`src/design/ggh_pkg.sv`:
```
`default_nettype none
package ggh_pkg;

  localparam int CORDIC_STEPS_DEF = 16;
  localparam int TABLE_LEN        = 24;
  localparam int CW               = 52;   // CORDIC x/y datapath
  localparam int ZW               = 24;   // angles, 1/2^20 rad
  localparam int QUEUE_DEPTH      = 2;

  localparam logic signed [24:0]   ANG_PI      = 25'sd3294199;
  localparam logic signed [24:0]   ANG_TWO_PI  = 25'sd6588398;
  localparam logic signed [ZW-1:0] ANG_HALF_PI = 24'sd1647099;

  localparam logic [15:0] ARRIVE_RADIUS_RST     = 16'd410;
  localparam logic [14:0] HEADING_TOLERANCE_RST = 15'd819;
  localparam logic [15:0] TURN_GAIN_RST         = 16'd19661;
  localparam logic [15:0] CRUISE_SPEED_RST      = 16'd1229;

  typedef enum logic [1:0] {
    OP_TICK     = 2'd0,
    OP_SET_GOAL = 2'd1,
    OP_HALT     = 2'd2
  } opcode_t;

  typedef enum logic [1:0] {
    REG_ARRIVE_RADIUS     = 2'd0,
    REG_HEADING_TOLERANCE = 2'd1,
    REG_TURN_GAIN         = 2'd2,
    REG_CRUISE_SPEED      = 2'd3
  } reg_idx_t;

  typedef enum logic [1:0] {
    K_TICK,
    K_GOAL,
    K_HALT
  } kind_t;

  typedef enum logic [3:0] {
    S_IDLE,
    S_MUL,
    S_CHK,
    S_YAW,
    S_BEAR,
    S_WRAP,
    S_ERR,
    S_RATE,
    S_EMIT
  } back_state_t;

  typedef struct packed {
    logic [1:0]         opcode;
    logic signed [23:0] pos_x;
    logic signed [23:0] pos_y;
    logic signed [15:0] quat_x;
    logic signed [15:0] quat_y;
    logic signed [15:0] quat_z;
    logic signed [15:0] quat_w;
  } in_word_t;

  typedef struct packed {
    logic [15:0]        linear_speed;
    logic signed [15:0] angular_rate;
    logic               finished;
  } out_word_t;

  typedef struct packed {
    kind_t              kind;
    logic signed [23:0] pos_x;
    logic signed [23:0] pos_y;
    logic signed [15:0] quat_x;
    logic signed [15:0] quat_y;
    logic signed [15:0] quat_z;
    logic signed [15:0] quat_w;
  } q_entry_t;

  typedef struct packed {
    logic [15:0] arrive_radius;
    logic [14:0] heading_tolerance;
    logic [15:0] turn_gain;
    logic [15:0] cruise_speed;
  } cfg_t;

  // atan(2^-i) in 1/2^20 rad, rounded
  function automatic logic [19:0] atan_entry(input logic [4:0] i);
    logic [19:0] v;
    case (i)
      5'd0:    v = 20'd823550;
      5'd1:    v = 20'd486170;
      5'd2:    v = 20'd256879;
      5'd3:    v = 20'd130396;
      5'd4:    v = 20'd65451;
      5'd5:    v = 20'd32757;
      5'd6:    v = 20'd16383;
      5'd7:    v = 20'd8192;
      5'd8:    v = 20'd4096;
      5'd9:    v = 20'd2048;
      5'd10:   v = 20'd1024;
      5'd11:   v = 20'd512;
      5'd12:   v = 20'd256;
      5'd13:   v = 20'd128;
      5'd14:   v = 20'd64;
      5'd15:   v = 20'd32;
      5'd16:   v = 20'd16;
      5'd17:   v = 20'd8;
      5'd18:   v = 20'd4;
      5'd19:   v = 20'd2;
      5'd20:   v = 20'd1;
      default: v = 20'd0;
    endcase
    return v;
  endfunction

endpackage
`default_nettype wire

```
`src/design/ggh_front.sv`:
```
`default_nettype none
module ggh_front import ggh_pkg::*; (
  input  logic     cmd_valid,
  input  in_word_t cmd,
  input  logic     q_full,
  output logic     cmd_stall,
  output logic     push,
  output q_entry_t entry
);

  logic  known;
  kind_t kind;

  always_comb begin
    known = 1'b1;
    kind  = K_TICK;
    unique case (cmd.opcode)
      OP_TICK:     kind = K_TICK;
      OP_SET_GOAL: kind = K_GOAL;
      OP_HALT:     kind = K_HALT;
      default:     known = 1'b0;
    endcase
  end

  // take unknown opcodes and drop them
  assign cmd_stall = q_full;
  assign push      = cmd_valid && !q_full && known;

  assign entry.kind   = kind;
  assign entry.pos_x  = cmd.pos_x;
  assign entry.pos_y  = cmd.pos_y;
  assign entry.quat_x = cmd.quat_x;
  assign entry.quat_y = cmd.quat_y;
  assign entry.quat_z = cmd.quat_z;
  assign entry.quat_w = cmd.quat_w;

endmodule
`default_nettype wire

```
`src/design/ggh_queue.sv`:
```
`default_nettype none
module ggh_queue import ggh_pkg::*; (
  input  logic     clk,
  input  logic     rst,
  input  logic     push,
  input  q_entry_t wr_entry,
  input  logic     pop,
  output logic     valid,
  output logic     full,
  output q_entry_t rd_entry
);

  q_entry_t   slots [QUEUE_DEPTH];
  logic       wr_ptr;
  logic       rd_ptr;
  logic [1:0] count;

  always_ff @(posedge clk) begin
    if (rst) begin
      wr_ptr <= 1'b0;
      rd_ptr <= 1'b0;
      count  <= 2'd0;
    end else begin
      if (push) wr_ptr <= ~wr_ptr;
      if (pop)  rd_ptr <= ~rd_ptr;
      if (push && !pop)      count <= count + 2'd1;
      else if (!push && pop) count <= count - 2'd1;
    end
  end

  always_ff @(posedge clk) begin
    if (push) slots[wr_ptr] <= wr_entry;
  end

  assign valid    = (count != 2'd0);
  assign full     = (count == 2'(QUEUE_DEPTH));
  assign rd_entry = slots[rd_ptr];

endmodule
`default_nettype wire

```
`src/design/ggh_cordic.sv`:
```
`default_nettype none
module ggh_cordic import ggh_pkg::*; #(
  parameter int STEPS = CORDIC_STEPS_DEF
) (
  input  logic                 clk,
  input  logic                 rst,
  input  logic                 start,
  input  logic signed [CW-1:0] vx,
  input  logic signed [CW-1:0] vy,
  output logic signed [ZW-1:0] angle,
  output logic                 done
);

  localparam int ITERS = (STEPS < TABLE_LEN) ? STEPS : TABLE_LEN;
  localparam logic [4:0] LAST = 5'(ITERS);

  logic signed [CW-1:0] x;
  logic signed [CW-1:0] y;
  logic signed [ZW-1:0] z;
  logic [4:0]           it;
  logic                 busy;
  logic signed [CW-1:0] xs;
  logic signed [CW-1:0] ys;
  logic signed [ZW-1:0] step_ang;

  assign xs       = x >>> it;
  assign ys       = y >>> it;
  assign step_ang = $signed({{(ZW-20){1'b0}}, atan_entry(it)});

  always_ff @(posedge clk) begin
    if (rst) begin
      busy <= 1'b0;
      done <= 1'b0;
      it   <= 5'd0;
    end else begin
      done <= 1'b0;
      if (start) begin
        busy <= 1'b1;
        // zero vector: skip the iterations, angle stays 0
        it   <= (vx == '0 && vy == '0) ? LAST : 5'd0;
      end else if (busy) begin
        if (it == LAST) begin
          busy <= 1'b0;
          done <= 1'b1;
        end else begin
          it <= it + 5'd1;
        end
      end
    end
  end

  always_ff @(posedge clk) begin
    if (start) begin
      if (vx < 0) begin
        if (vy >= 0) begin
          x <= vy;
          y <= -vx;
          z <= ANG_HALF_PI;
        end else begin
          x <= -vy;
          y <= vx;
          z <= -ANG_HALF_PI;
        end
      end else begin
        x <= vx;
        y <= vy;
        z <= '0;
      end
    end else if (busy && it != LAST) begin
      if (y >= 0) begin
        x <= x + ys;
        y <= y - xs;
        z <= z + step_ang;
      end else begin
        x <= x - ys;
        y <= y + xs;
        z <= z - step_ang;
      end
    end
  end

  assign angle = z;

endmodule
`default_nettype wire

```
`src/design/ggh_back.sv`:
```
`default_nettype none
module ggh_back import ggh_pkg::*; #(
  parameter int CORDIC_STEPS = CORDIC_STEPS_DEF
) (
  input  logic      clk,
  input  logic      rst,
  input  cfg_t      cfg,
  input  logic      q_valid,
  input  q_entry_t  q_entry,
  output logic      q_pop,
  output out_word_t res,
  output logic      res_valid,
  input  logic      res_stall
);

  // multiply sequence
  localparam logic [3:0] P_DXX = 4'd0;
  localparam logic [3:0] P_DYY = 4'd1;
  localparam logic [3:0] P_RR  = 4'd2;
  localparam logic [3:0] P_XX  = 4'd3;
  localparam logic [3:0] P_YY  = 4'd4;
  localparam logic [3:0] P_ZZ  = 4'd5;
  localparam logic [3:0] P_WW  = 4'd6;
  localparam logic [3:0] P_XZ  = 4'd7;
  localparam logic [3:0] P_WY  = 4'd8;
  localparam logic [3:0] P_XY  = 4'd9;
  localparam logic [3:0] P_WZ  = 4'd10;
  localparam logic [3:0] P_END = 4'd11;

  back_state_t state, state_next;

  logic               armed;
  logic signed [23:0] goal_x;
  logic signed [23:0] goal_y;
  logic signed [24:0] dx;
  logic signed [24:0] dy;
  logic signed [15:0] qx, qy, qz, qw;
  logic [3:0]         step;
  logic [3:0]         pidx;
  logic signed [49:0] p;
  logic [50:0]        d2;
  logic [31:0]        r2;
  logic [33:0]        norm;
  logic signed [33:0] den;
  logic signed [33:0] m20;
  logic signed [33:0] num;
  logic signed [ZW-1:0] yaw;
  logic signed [24:0] err;
  logic signed [17:0] e13;
  out_word_t          pend;

  logic               c_start;
  logic               sel_bear;
  logic               res_load;
  logic               arrived;
  logic               yaw_skip;
  logic               turn;
  logic signed [CW-1:0] c_vx, c_vy;
  logic signed [ZW-1:0] c_z;
  logic               c_done;
  logic signed [24:0] mul_a, mul_b;
  logic signed [49:0] prod;
  logic [33:0]        m20_abs;
  logic signed [24:0] wrapped;
  logic signed [24:0] wsum;
  logic [17:0]        e13_abs;
  logic signed [49:0] rate_sum;

  assign arrived  = d2 < {19'd0, r2};
  assign m20_abs  = m20[33] ? 34'(-m20) : 34'(m20);
  assign yaw_skip = {m20_abs, 1'b0} >= {1'b0, norm};
  assign e13_abs  = e13[17] ? 18'(-e13) : 18'(e13);
  assign turn     = e13_abs > {3'd0, cfg.heading_tolerance};

  always_comb begin
    if (err > ANG_PI)        wrapped = err - ANG_TWO_PI;
    else if (err <= -ANG_PI) wrapped = err + ANG_TWO_PI;
    else                     wrapped = err;
    wsum     = wrapped + 25'sd64;
    rate_sum = p + 50'sd32768;
  end

  always_comb begin
    mul_a = dx;
    mul_b = dx;
    if (state == S_ERR) begin
      mul_a = {{7{e13[17]}}, e13};
      mul_b = $signed({9'd0, cfg.turn_gain});
    end else begin
      unique case (step)
        P_DXX: begin mul_a = dx; mul_b = dx; end
        P_DYY: begin mul_a = dy; mul_b = dy; end
        P_RR: begin
          mul_a = $signed({9'd0, cfg.arrive_radius});
          mul_b = $signed({9'd0, cfg.arrive_radius});
        end
        P_XX: begin mul_a = {{9{qx[15]}}, qx}; mul_b = {{9{qx[15]}}, qx}; end
        P_YY: begin mul_a = {{9{qy[15]}}, qy}; mul_b = {{9{qy[15]}}, qy}; end
        P_ZZ: begin mul_a = {{9{qz[15]}}, qz}; mul_b = {{9{qz[15]}}, qz}; end
        P_WW: begin mul_a = {{9{qw[15]}}, qw}; mul_b = {{9{qw[15]}}, qw}; end
        P_XZ: begin mul_a = {{9{qx[15]}}, qx}; mul_b = {{9{qz[15]}}, qz}; end
        P_WY: begin mul_a = {{9{qw[15]}}, qw}; mul_b = {{9{qy[15]}}, qy}; end
        P_XY: begin mul_a = {{9{qx[15]}}, qx}; mul_b = {{9{qy[15]}}, qy}; end
        P_WZ: begin mul_a = {{9{qw[15]}}, qw}; mul_b = {{9{qz[15]}}, qz}; end
        default: begin mul_a = dx; mul_b = dx; end
      endcase
    end
  end

  assign prod = mul_a * mul_b;

  // yaw from (2(xy+wz), w2+x2-y2-z2) scaled by 2^14, bearing from (dy, dx) by 2^20
  always_comb begin
    if (sel_bear) begin
      c_vy = {{(CW-45){dy[24]}}, dy, 20'd0};
      c_vx = {{(CW-45){dx[24]}}, dx, 20'd0};
    end else begin
      c_vy = {{(CW-49){num[33]}}, num, 15'd0};
      c_vx = {{(CW-48){den[33]}}, den, 14'd0};
    end
  end

  ggh_cordic #(.STEPS(CORDIC_STEPS)) u_cordic (
    .clk   (clk),
    .rst   (rst),
    .start (c_start),
    .vx    (c_vx),
    .vy    (c_vy),
    .angle (c_z),
    .done  (c_done)
  );

  always_ff @(posedge clk) begin
    if (rst) state <= S_IDLE;
    else     state <= state_next;
  end

  always_comb begin
    state_next = state;
    q_pop      = 1'b0;
    c_start    = 1'b0;
    sel_bear   = 1'b0;
    res_load   = 1'b0;
    unique case (state)
      S_IDLE: begin
        if (q_valid) begin
          q_pop = 1'b1;
          unique case (q_entry.kind)
            K_HALT:  state_next = S_EMIT;
            K_TICK:  state_next = armed ? S_MUL : S_IDLE;
            default: state_next = S_IDLE;
          endcase
        end
      end
      S_MUL: begin
        if (step == P_END) state_next = S_CHK;
      end
      S_CHK: begin
        if (arrived) begin
          state_next = S_EMIT;
        end else if (yaw_skip) begin
          c_start    = 1'b1;
          sel_bear   = 1'b1;
          state_next = S_BEAR;
        end else begin
          c_start    = 1'b1;
          state_next = S_YAW;
        end
      end
      S_YAW: begin
        if (c_done) begin
          c_start    = 1'b1;
          sel_bear   = 1'b1;
          state_next = S_BEAR;
        end
      end
      S_BEAR: begin
        if (c_done) state_next = S_WRAP;
      end
      S_WRAP: state_next = S_ERR;
      S_ERR:  state_next = turn ? S_RATE : S_EMIT;
      S_RATE: state_next = S_EMIT;
      S_EMIT: begin
        if (!res_valid || !res_stall) begin
          res_load   = 1'b1;
          state_next = S_IDLE;
        end
      end
      default: state_next = S_IDLE;
    endcase
  end

  always_ff @(posedge clk) begin
    if (rst) begin
      armed     <= 1'b0;
      goal_x    <= '0;
      goal_y    <= '0;
      res_valid <= 1'b0;
    end else begin
      if (q_pop && q_entry.kind == K_GOAL) begin
        goal_x <= q_entry.pos_x;
        goal_y <= q_entry.pos_y;
        armed  <= 1'b1;
      end else if (q_pop && q_entry.kind == K_HALT) begin
        armed <= 1'b0;
      end else if (state == S_CHK && arrived) begin
        armed <= 1'b0;
      end
      if (res_load)       res_valid <= 1'b1;
      else if (!res_stall) res_valid <= 1'b0;
    end
  end

  always_ff @(posedge clk) begin
    if (res_load) res <= pend;
    unique case (state)
      S_IDLE: begin
        step <= P_DXX;
        pend <= '0;
        dx   <= {goal_x[23], goal_x} - {q_entry.pos_x[23], q_entry.pos_x};
        dy   <= {goal_y[23], goal_y} - {q_entry.pos_y[23], q_entry.pos_y};
        qx   <= q_entry.quat_x;
        qy   <= q_entry.quat_y;
        qz   <= q_entry.quat_z;
        qw   <= q_entry.quat_w;
      end
      S_MUL: begin
        step <= step + 4'd1;
        pidx <= step;
        p    <= prod;
        // fold in the registered product of the previous step
        if (step != P_DXX) begin
          unique case (pidx)
            P_DXX: d2 <= {1'b0, p};
            P_DYY: d2 <= d2 + {1'b0, p};
            P_RR:  r2 <= p[31:0];
            P_XX: begin norm <= p[33:0];        den <= p[33:0];       end
            P_YY: begin norm <= norm + p[33:0]; den <= den - p[33:0]; end
            P_ZZ: begin norm <= norm + p[33:0]; den <= den - p[33:0]; end
            P_WW: begin norm <= norm + p[33:0]; den <= den + p[33:0]; end
            P_XZ: m20 <= p[33:0];
            P_WY: m20 <= m20 - p[33:0];
            P_XY: num <= p[33:0];
            P_WZ: num <= num + p[33:0];
            default: ;
          endcase
        end
      end
      S_CHK: begin
        pend.finished <= arrived;
        yaw           <= '0;
      end
      S_YAW: begin
        if (c_done) yaw <= c_z;
      end
      S_BEAR: begin
        if (c_done) err <= {c_z[ZW-1], c_z} - {yaw[ZW-1], yaw};
      end
      S_WRAP: e13 <= wsum[24:7];
      S_ERR: begin
        p <= prod;
        if (!turn) pend.linear_speed <= cfg.cruise_speed;
      end
      S_RATE: pend.angular_rate <= rate_sum[31:16];
      default: ;
    endcase
  end

`ifndef NO_ASSERTIONS
  a_pop_idle: assert property (@(posedge clk) disable iff (rst)
    q_pop |-> state == S_IDLE)
    else $error("queue popped outside idle");

  a_goal_arms: assert property (@(posedge clk) disable iff (rst)
    (q_pop && q_entry.kind == K_GOAL) |=> armed)
    else $error("set goal did not arm");

  a_finish_stop: assert property (@(posedge clk) disable iff (rst)
    (res_load && pend.finished) |-> (pend.linear_speed == '0 && pend.angular_rate == '0))
    else $error("finished word carries nonzero velocity");

  a_load_free: assert property (@(posedge clk) disable iff (rst)
    res_load |-> (!res_valid || !res_stall))
    else $error("result overwritten while held");
`endif

endmodule
`default_nettype wire

```
`src/design/go_to_goal_heading_controller.sv`:
```
`default_nettype none
// Tick: from queue to result word through the shared 25x25 multiplier sequence
// and up to two passes of one CORDIC unit (yaw, then bearing).
// Halt gives a result word; set goal gives none. One item in work at a time;
// a 2-word queue and the output register let input and output stall apart.
// Synchronous active-high reset: disarmed, goal at origin, registers at defaults.
module go_to_goal_heading_controller import ggh_pkg::*; #(
  parameter int CORDIC_STEPS = CORDIC_STEPS_DEF
) (
  input  logic        clk,
  input  logic        rst,
  input  logic        cmd_valid,
  output logic        cmd_stall,
  input  in_word_t    cmd,
  output logic        res_valid,
  input  logic        res_stall,
  output out_word_t   res,
  input  logic        psel,
  input  logic        penable,
  input  logic        pwrite,
  input  logic [3:0]  paddr,
  input  logic [31:0] pwdata,
  output logic [31:0] prdata,
  output logic        pready
);

  cfg_t     cfg;
  logic     q_full, q_valid, q_push, q_pop;
  q_entry_t q_wr, q_rd;
  reg_idx_t ridx;

  assign pready = 1'b1;
  assign ridx   = reg_idx_t'(paddr[3:2]);

  always_ff @(posedge clk) begin
    if (rst) begin
      cfg.arrive_radius     <= ARRIVE_RADIUS_RST;
      cfg.heading_tolerance <= HEADING_TOLERANCE_RST;
      cfg.turn_gain         <= TURN_GAIN_RST;
      cfg.cruise_speed      <= CRUISE_SPEED_RST;
    end else if (psel && penable && pwrite && pready) begin
      unique case (ridx)
        REG_ARRIVE_RADIUS:     cfg.arrive_radius     <= pwdata[15:0];
        REG_HEADING_TOLERANCE: cfg.heading_tolerance <= pwdata[14:0];
        REG_TURN_GAIN:         cfg.turn_gain         <= pwdata[15:0];
        REG_CRUISE_SPEED:      cfg.cruise_speed      <= pwdata[15:0];
        default: ;
      endcase
    end
  end

  always_comb begin
    unique case (ridx)
      REG_ARRIVE_RADIUS:     prdata = {16'd0, cfg.arrive_radius};
      REG_HEADING_TOLERANCE: prdata = {17'd0, cfg.heading_tolerance};
      REG_TURN_GAIN:         prdata = {16'd0, cfg.turn_gain};
      REG_CRUISE_SPEED:      prdata = {16'd0, cfg.cruise_speed};
      default:               prdata = 32'd0;
    endcase
  end

  ggh_front u_front (
    .cmd_valid (cmd_valid),
    .cmd       (cmd),
    .q_full    (q_full),
    .cmd_stall (cmd_stall),
    .push      (q_push),
    .entry     (q_wr)
  );

  ggh_queue u_queue (
    .clk      (clk),
    .rst      (rst),
    .push     (q_push),
    .wr_entry (q_wr),
    .pop      (q_pop),
    .valid    (q_valid),
    .full     (q_full),
    .rd_entry (q_rd)
  );

  ggh_back #(.CORDIC_STEPS(CORDIC_STEPS)) u_back (
    .clk       (clk),
    .rst       (rst),
    .cfg       (cfg),
    .q_valid   (q_valid),
    .q_entry   (q_rd),
    .q_pop     (q_pop),
    .res       (res),
    .res_valid (res_valid),
    .res_stall (res_stall)
  );

endmodule
`default_nettype wire

```
`config.mk`:
```
export PLATFORM = sky130hd
export DESIGN_NAME = go_to_goal_heading_controller
export DESIGN_NICKNAME = d
export VERILOG_FILES = /design/src/design/ggh_pkg.sv /design/src/design/ggh_front.sv /design/src/design/ggh_queue.sv /design/src/design/ggh_cordic.sv /design/src/design/ggh_back.sv /design/src/design/go_to_goal_heading_controller.sv
export SDC_FILE = /design/constraint.sdc
export NUM_CORES = 2
export LEC_CHECK = 0
export ABC_AREA = 1
export BUFFER_PORTS_ARGS = -buffer_cell sky130_fd_sc_hd__clkbuf_2
export CAP_MARGIN = 20
export CORE_UTILIZATION = 62
export DETAILED_ROUTE_END_ITERATION = 7
export PLACE_DENSITY = 0.9
export SLEW_MARGIN = 10
export SYNTH_ARGS = -nofsm -noshare
export SYNTH_HDL_FRONTEND = slang
export SYNTH_SLANG_ARGS = --single-unit
```
`constraint.sdc`:
```
create_clock -name clk -period 16.9 [get_ports clk]
set_input_delay 0.845 -clock clk [delete_from_list [all_inputs] [get_ports clk]]
set_output_delay 0.845 -clock clk [all_outputs]
set_load 0.02 [all_outputs]
```
==> impl_metrics.toml <==
[yosys]
synthDistinctLibCells = 85
ys_async_sr_fraction_pct = 0
synth_edf_count = 880
yosys.area_share.simple_pct = 19.83
yosysWarnings = 0
ys_seq_area_share_pct = 29.72
synth_ff_type = "edfxtp_1"
synthMuxAreaShare_pct = 1.550
synth_area_um2 = 98940
synthAdderAreaFrac_pct = 21.49
synth_xor_area_share_pct = 4.541
ys_ff_latch = 1029
syn_inst = 12560
avgSynthCellArea_um2 = 7.880
synth_compound_area_share_pct = 13.65
synth_top_family_by_area = "adder cells"

[final_layout]
syn_to_final_growth_pct = 7.362
layout_commonest_cell = "nand2_1"
regArea_um2 = 29420
drive_gt1_share_pct = 6.371
nFillCells = 12640
layout.nets = 14060
multiInputGateArea_um2 = 60720
mostFrequentLayoutCells = "2726 x nand2_1, 1893 x inv_1, 1242 x nor2_1, 938 x o21ai_0, 880 x edfxtp_1"

[timing]
finalClockSkew_ns = 0.1161
maxSlewHeadroom_pct = 12.19
fmax_ghz = 0.08629
drv_slew = 0
period_needed_ns = 11.59
finalHoldViolations = 0
worst_pin_slew_ns = 1.303
setup_tns_ns = 0
rsz0062_at_grt = "no"
post-route-period-util_pct = 68.57
setup_viol = 0

[clocking]
cts_root_buf = "clkbuf_16"
clkLatencyLatePin_ns = 0.87
cts_tree = "built"
clock_sinks = 1029
hold_buffers = 0
ctsLongestPathBuffers = 3
cts_resized = 0
htree_levels = 3
numCtsBuffers = 110
post-cts-setup-buffer-count = 0
path_clk_slew_ns = 0.07

[drt]
wire_per_inst_um = 24.07
drtPass1Iterations = 8
vias = 91900
antenna_left = 0
viasPerCell = 6.214
drc = 1
drt_iter0_markers = 12920
finalWirelength_um = 355900

[setup_path]
startpoint_type = "flip-flop"
slowest_delay_ns = 0.84
worstPathRequired_ns = 17.45
crit_start = "u_back.step[2]$_SDFFCE_PN0P_"
critPathMostFrequentCell = "inv_1"
crit_slowest_cell = "inv_1"
crit_type = "flip-flop to flip-flop"
r2r_start = "u_back.step[2]$_SDFFCE_PN0P_"
end_kind = "flip-flop"
critPathArrivalTime_ns = 12.14
cp_max_fo = 29

[hold_path]
hp-class = "input pin to flip-flop"
hold_path_startpoint = "cmd[86]"

[grt]
grt_pass1_wl_um = 525800
grt_max_degree = 108
track_usage_pct = 43.35
grt_pass1_vias = 86560
grt-ovfl-total = 0
antenna_found_initial = 31

[die]
core_um2 = 158400
die_h_um = 401.5
start_util_pct = 62.47
pin_count = 225
die_x_um = 401.5
fp-row-count = 146
die_area_um2 = 161200

[status]
status = "finished with violations"
failed_checks = "design-rule violations"

[run]
maxCapViolCount = 0

[placement]
hpwlAfterDp_um = 270900
io_buffers = 189
place_congestion = 1.089
==> flip-flops by register name (all words and copies together) (netlist names), 18 cells and up, named ones only <==
register,cells
cfg,63
u_back.d2,51
u_back.den,34
u_back.dx,25
u_back.dy,25
u_back.e13,18
u_back.err,25
u_back.goal_x,24
u_back.goal_y,24
u_back.m20,34
u_back.norm,34
u_back.num,34
u_back.p,50
u_back.pend,33
u_back.r2,32
u_back.res,33
u_back.u_cordic.angle,24
u_back.u_cordic.step_ang,20
u_back.u_cordic.x,52
u_back.u_cordic.y,52
u_back.yaw,24
u_queue.slots,228
==> Yosys cell counts, types with 12 or more instances <==
| cell type | number | area [um2] |
|---|---|---|
| nand2_1 | 2731 | 10250 |
| a221oi_1 | 17 | 148.9 |
| clkinv_1 | 34 | 127.6 |
| buf_2 | 50 | 250.2 |
| o21a_1 | 49 | 367.9 |
| nand3_1 | 410 | 2052 |
| o221ai_1 | 39 | 341.6 |
| nor3_1 | 126 | 630.6 |
| a21o_1 | 29 | 217.7 |
| o211ai_1 | 73 | 548.0 |
| a21oi_1 | 816 | 4084 |
| buf_1 | 51 | 191.4 |
| a211oi_1 | 60 | 450.4 |
| nor2_2 | 17 | 106.4 |
| o21ai_2 | 18 | 157.7 |
| o21bai_1 | 24 | 180.2 |
| mux2_2 | 66 | 743.2 |
| fa_1 | 669 | 13390 |
| nand3b_1 | 20 | 150.1 |
| a31oi_1 | 115 | 719.4 |
| buf_4 | 23 | 172.7 |
| o21ai_0 | 947 | 4740 |
| clkbuf_1 | 285 | 1070 |
| nand4_1 | 89 | 556.8 |
| o31ai_1 | 30 | 225.2 |
| dfxtp_1 | 149 | 2983 |
| xor2_1 | 343 | 3004 |
| o22ai_1 | 52 | 325.3 |
| mux2i_1 | 79 | 790.8 |
| nor2_1 | 1251 | 4696 |
| o2111ai_1 | 12 | 105.1 |
| or2_2 | 70 | 437.9 |
| inv_1 | 1894 | 7109 |
| ha_1 | 629 | 7870 |
| o21ai_1 | 41 | 205.2 |
| edfxtp_1 | 880 | 26430 |
| a21boi_0 | 24 | 180.2 |
| inv_2 | 16 | 60.06 |
| nor4_1 | 28 | 175.2 |
| nand2_2 | 12 | 75.07 |
| xnor2_1 | 170 | 1489 |
==> cell families after synthesis <==
kind of cell,after synthesis
compound gates,2397
xor+xnor,513
fa+ha+maj,1298
buf+inv,2364
flops,1029
mux,145
other cells,2
simple gates,4807
==> final timing paths <==
path | endpoint | slack [ns] | cells past startpoint
worst max-delay path | u_back.p[44]$_DFFE_PP_ | 5.31 | 37
worst min-delay path | u_queue.slots[1][86]$_DFFE_PP_ | 0.18 | 1
worst max register to register | u_back.p[44]$_DFFE_PP_ | 5.31 | 37
worst min register to register | u_back.res[7]$_DFFE_PP_ | 0.42 | 0
==> metal layers <==
metal	track usage (%)	share of wire (%)
met2	62.18	41
met5	0	0.049
met1	54.65	36
met3	16.26	15
met4	28.39	8.1
==> critical path, delay by kind of cell, from the launching register on <==
kind	cells	cell delay, ns
adders and majority gates	8	4.02
DFF	1	0.49
buffers and inverters	13	2.77
xor gates and xnor gates	1	0.19
AOI/OAI and AO/OA	8	2.34
and+or+nand+nor	7	1.45
==> stage by stage <==
| stage | setup slack, ns | hold WS (ns) | util [%] | area [um2] | instances |
|---|---|---|---|---|---|
| 2_1_floorplan | 8.327 | 0.4003 | - | 98990 | 12570 |
| 3_3_place_gp | 6.057 | 0.4008 | 64.48 | 102100 | 14560 |
| 3_5_place_dp | 5.983 | 0.4062 | 64.48 | 102100 | 14560 |
| 4_1_cts | 5.862 | 0.1588 | 67.02 | 106100 | 14770 |
| 5_1_grt | 4.944 | 0.1632 | 67.04 | 106200 | 14770 |
| 6_report | 5.311 | 0.1810 | 67.07 | 106200 | 14790 |
==> final cells by class <==
class / instances / area share (%)
timing repair buffer: 342 / 1.992
tap: 2072 / 2.441
sequential: 1029 / 27.70
inverter: 1946 / 6.884
clock inverter: 68 / 0.9765
antenna: 19 / 0.04476
clock buffer: 136 / 2.798
multi-input combinational: 9177 / 57.17
Power is not shown: default switching activity piles up to over one toggle a cycle in this logic, so the estimate is an artifact.
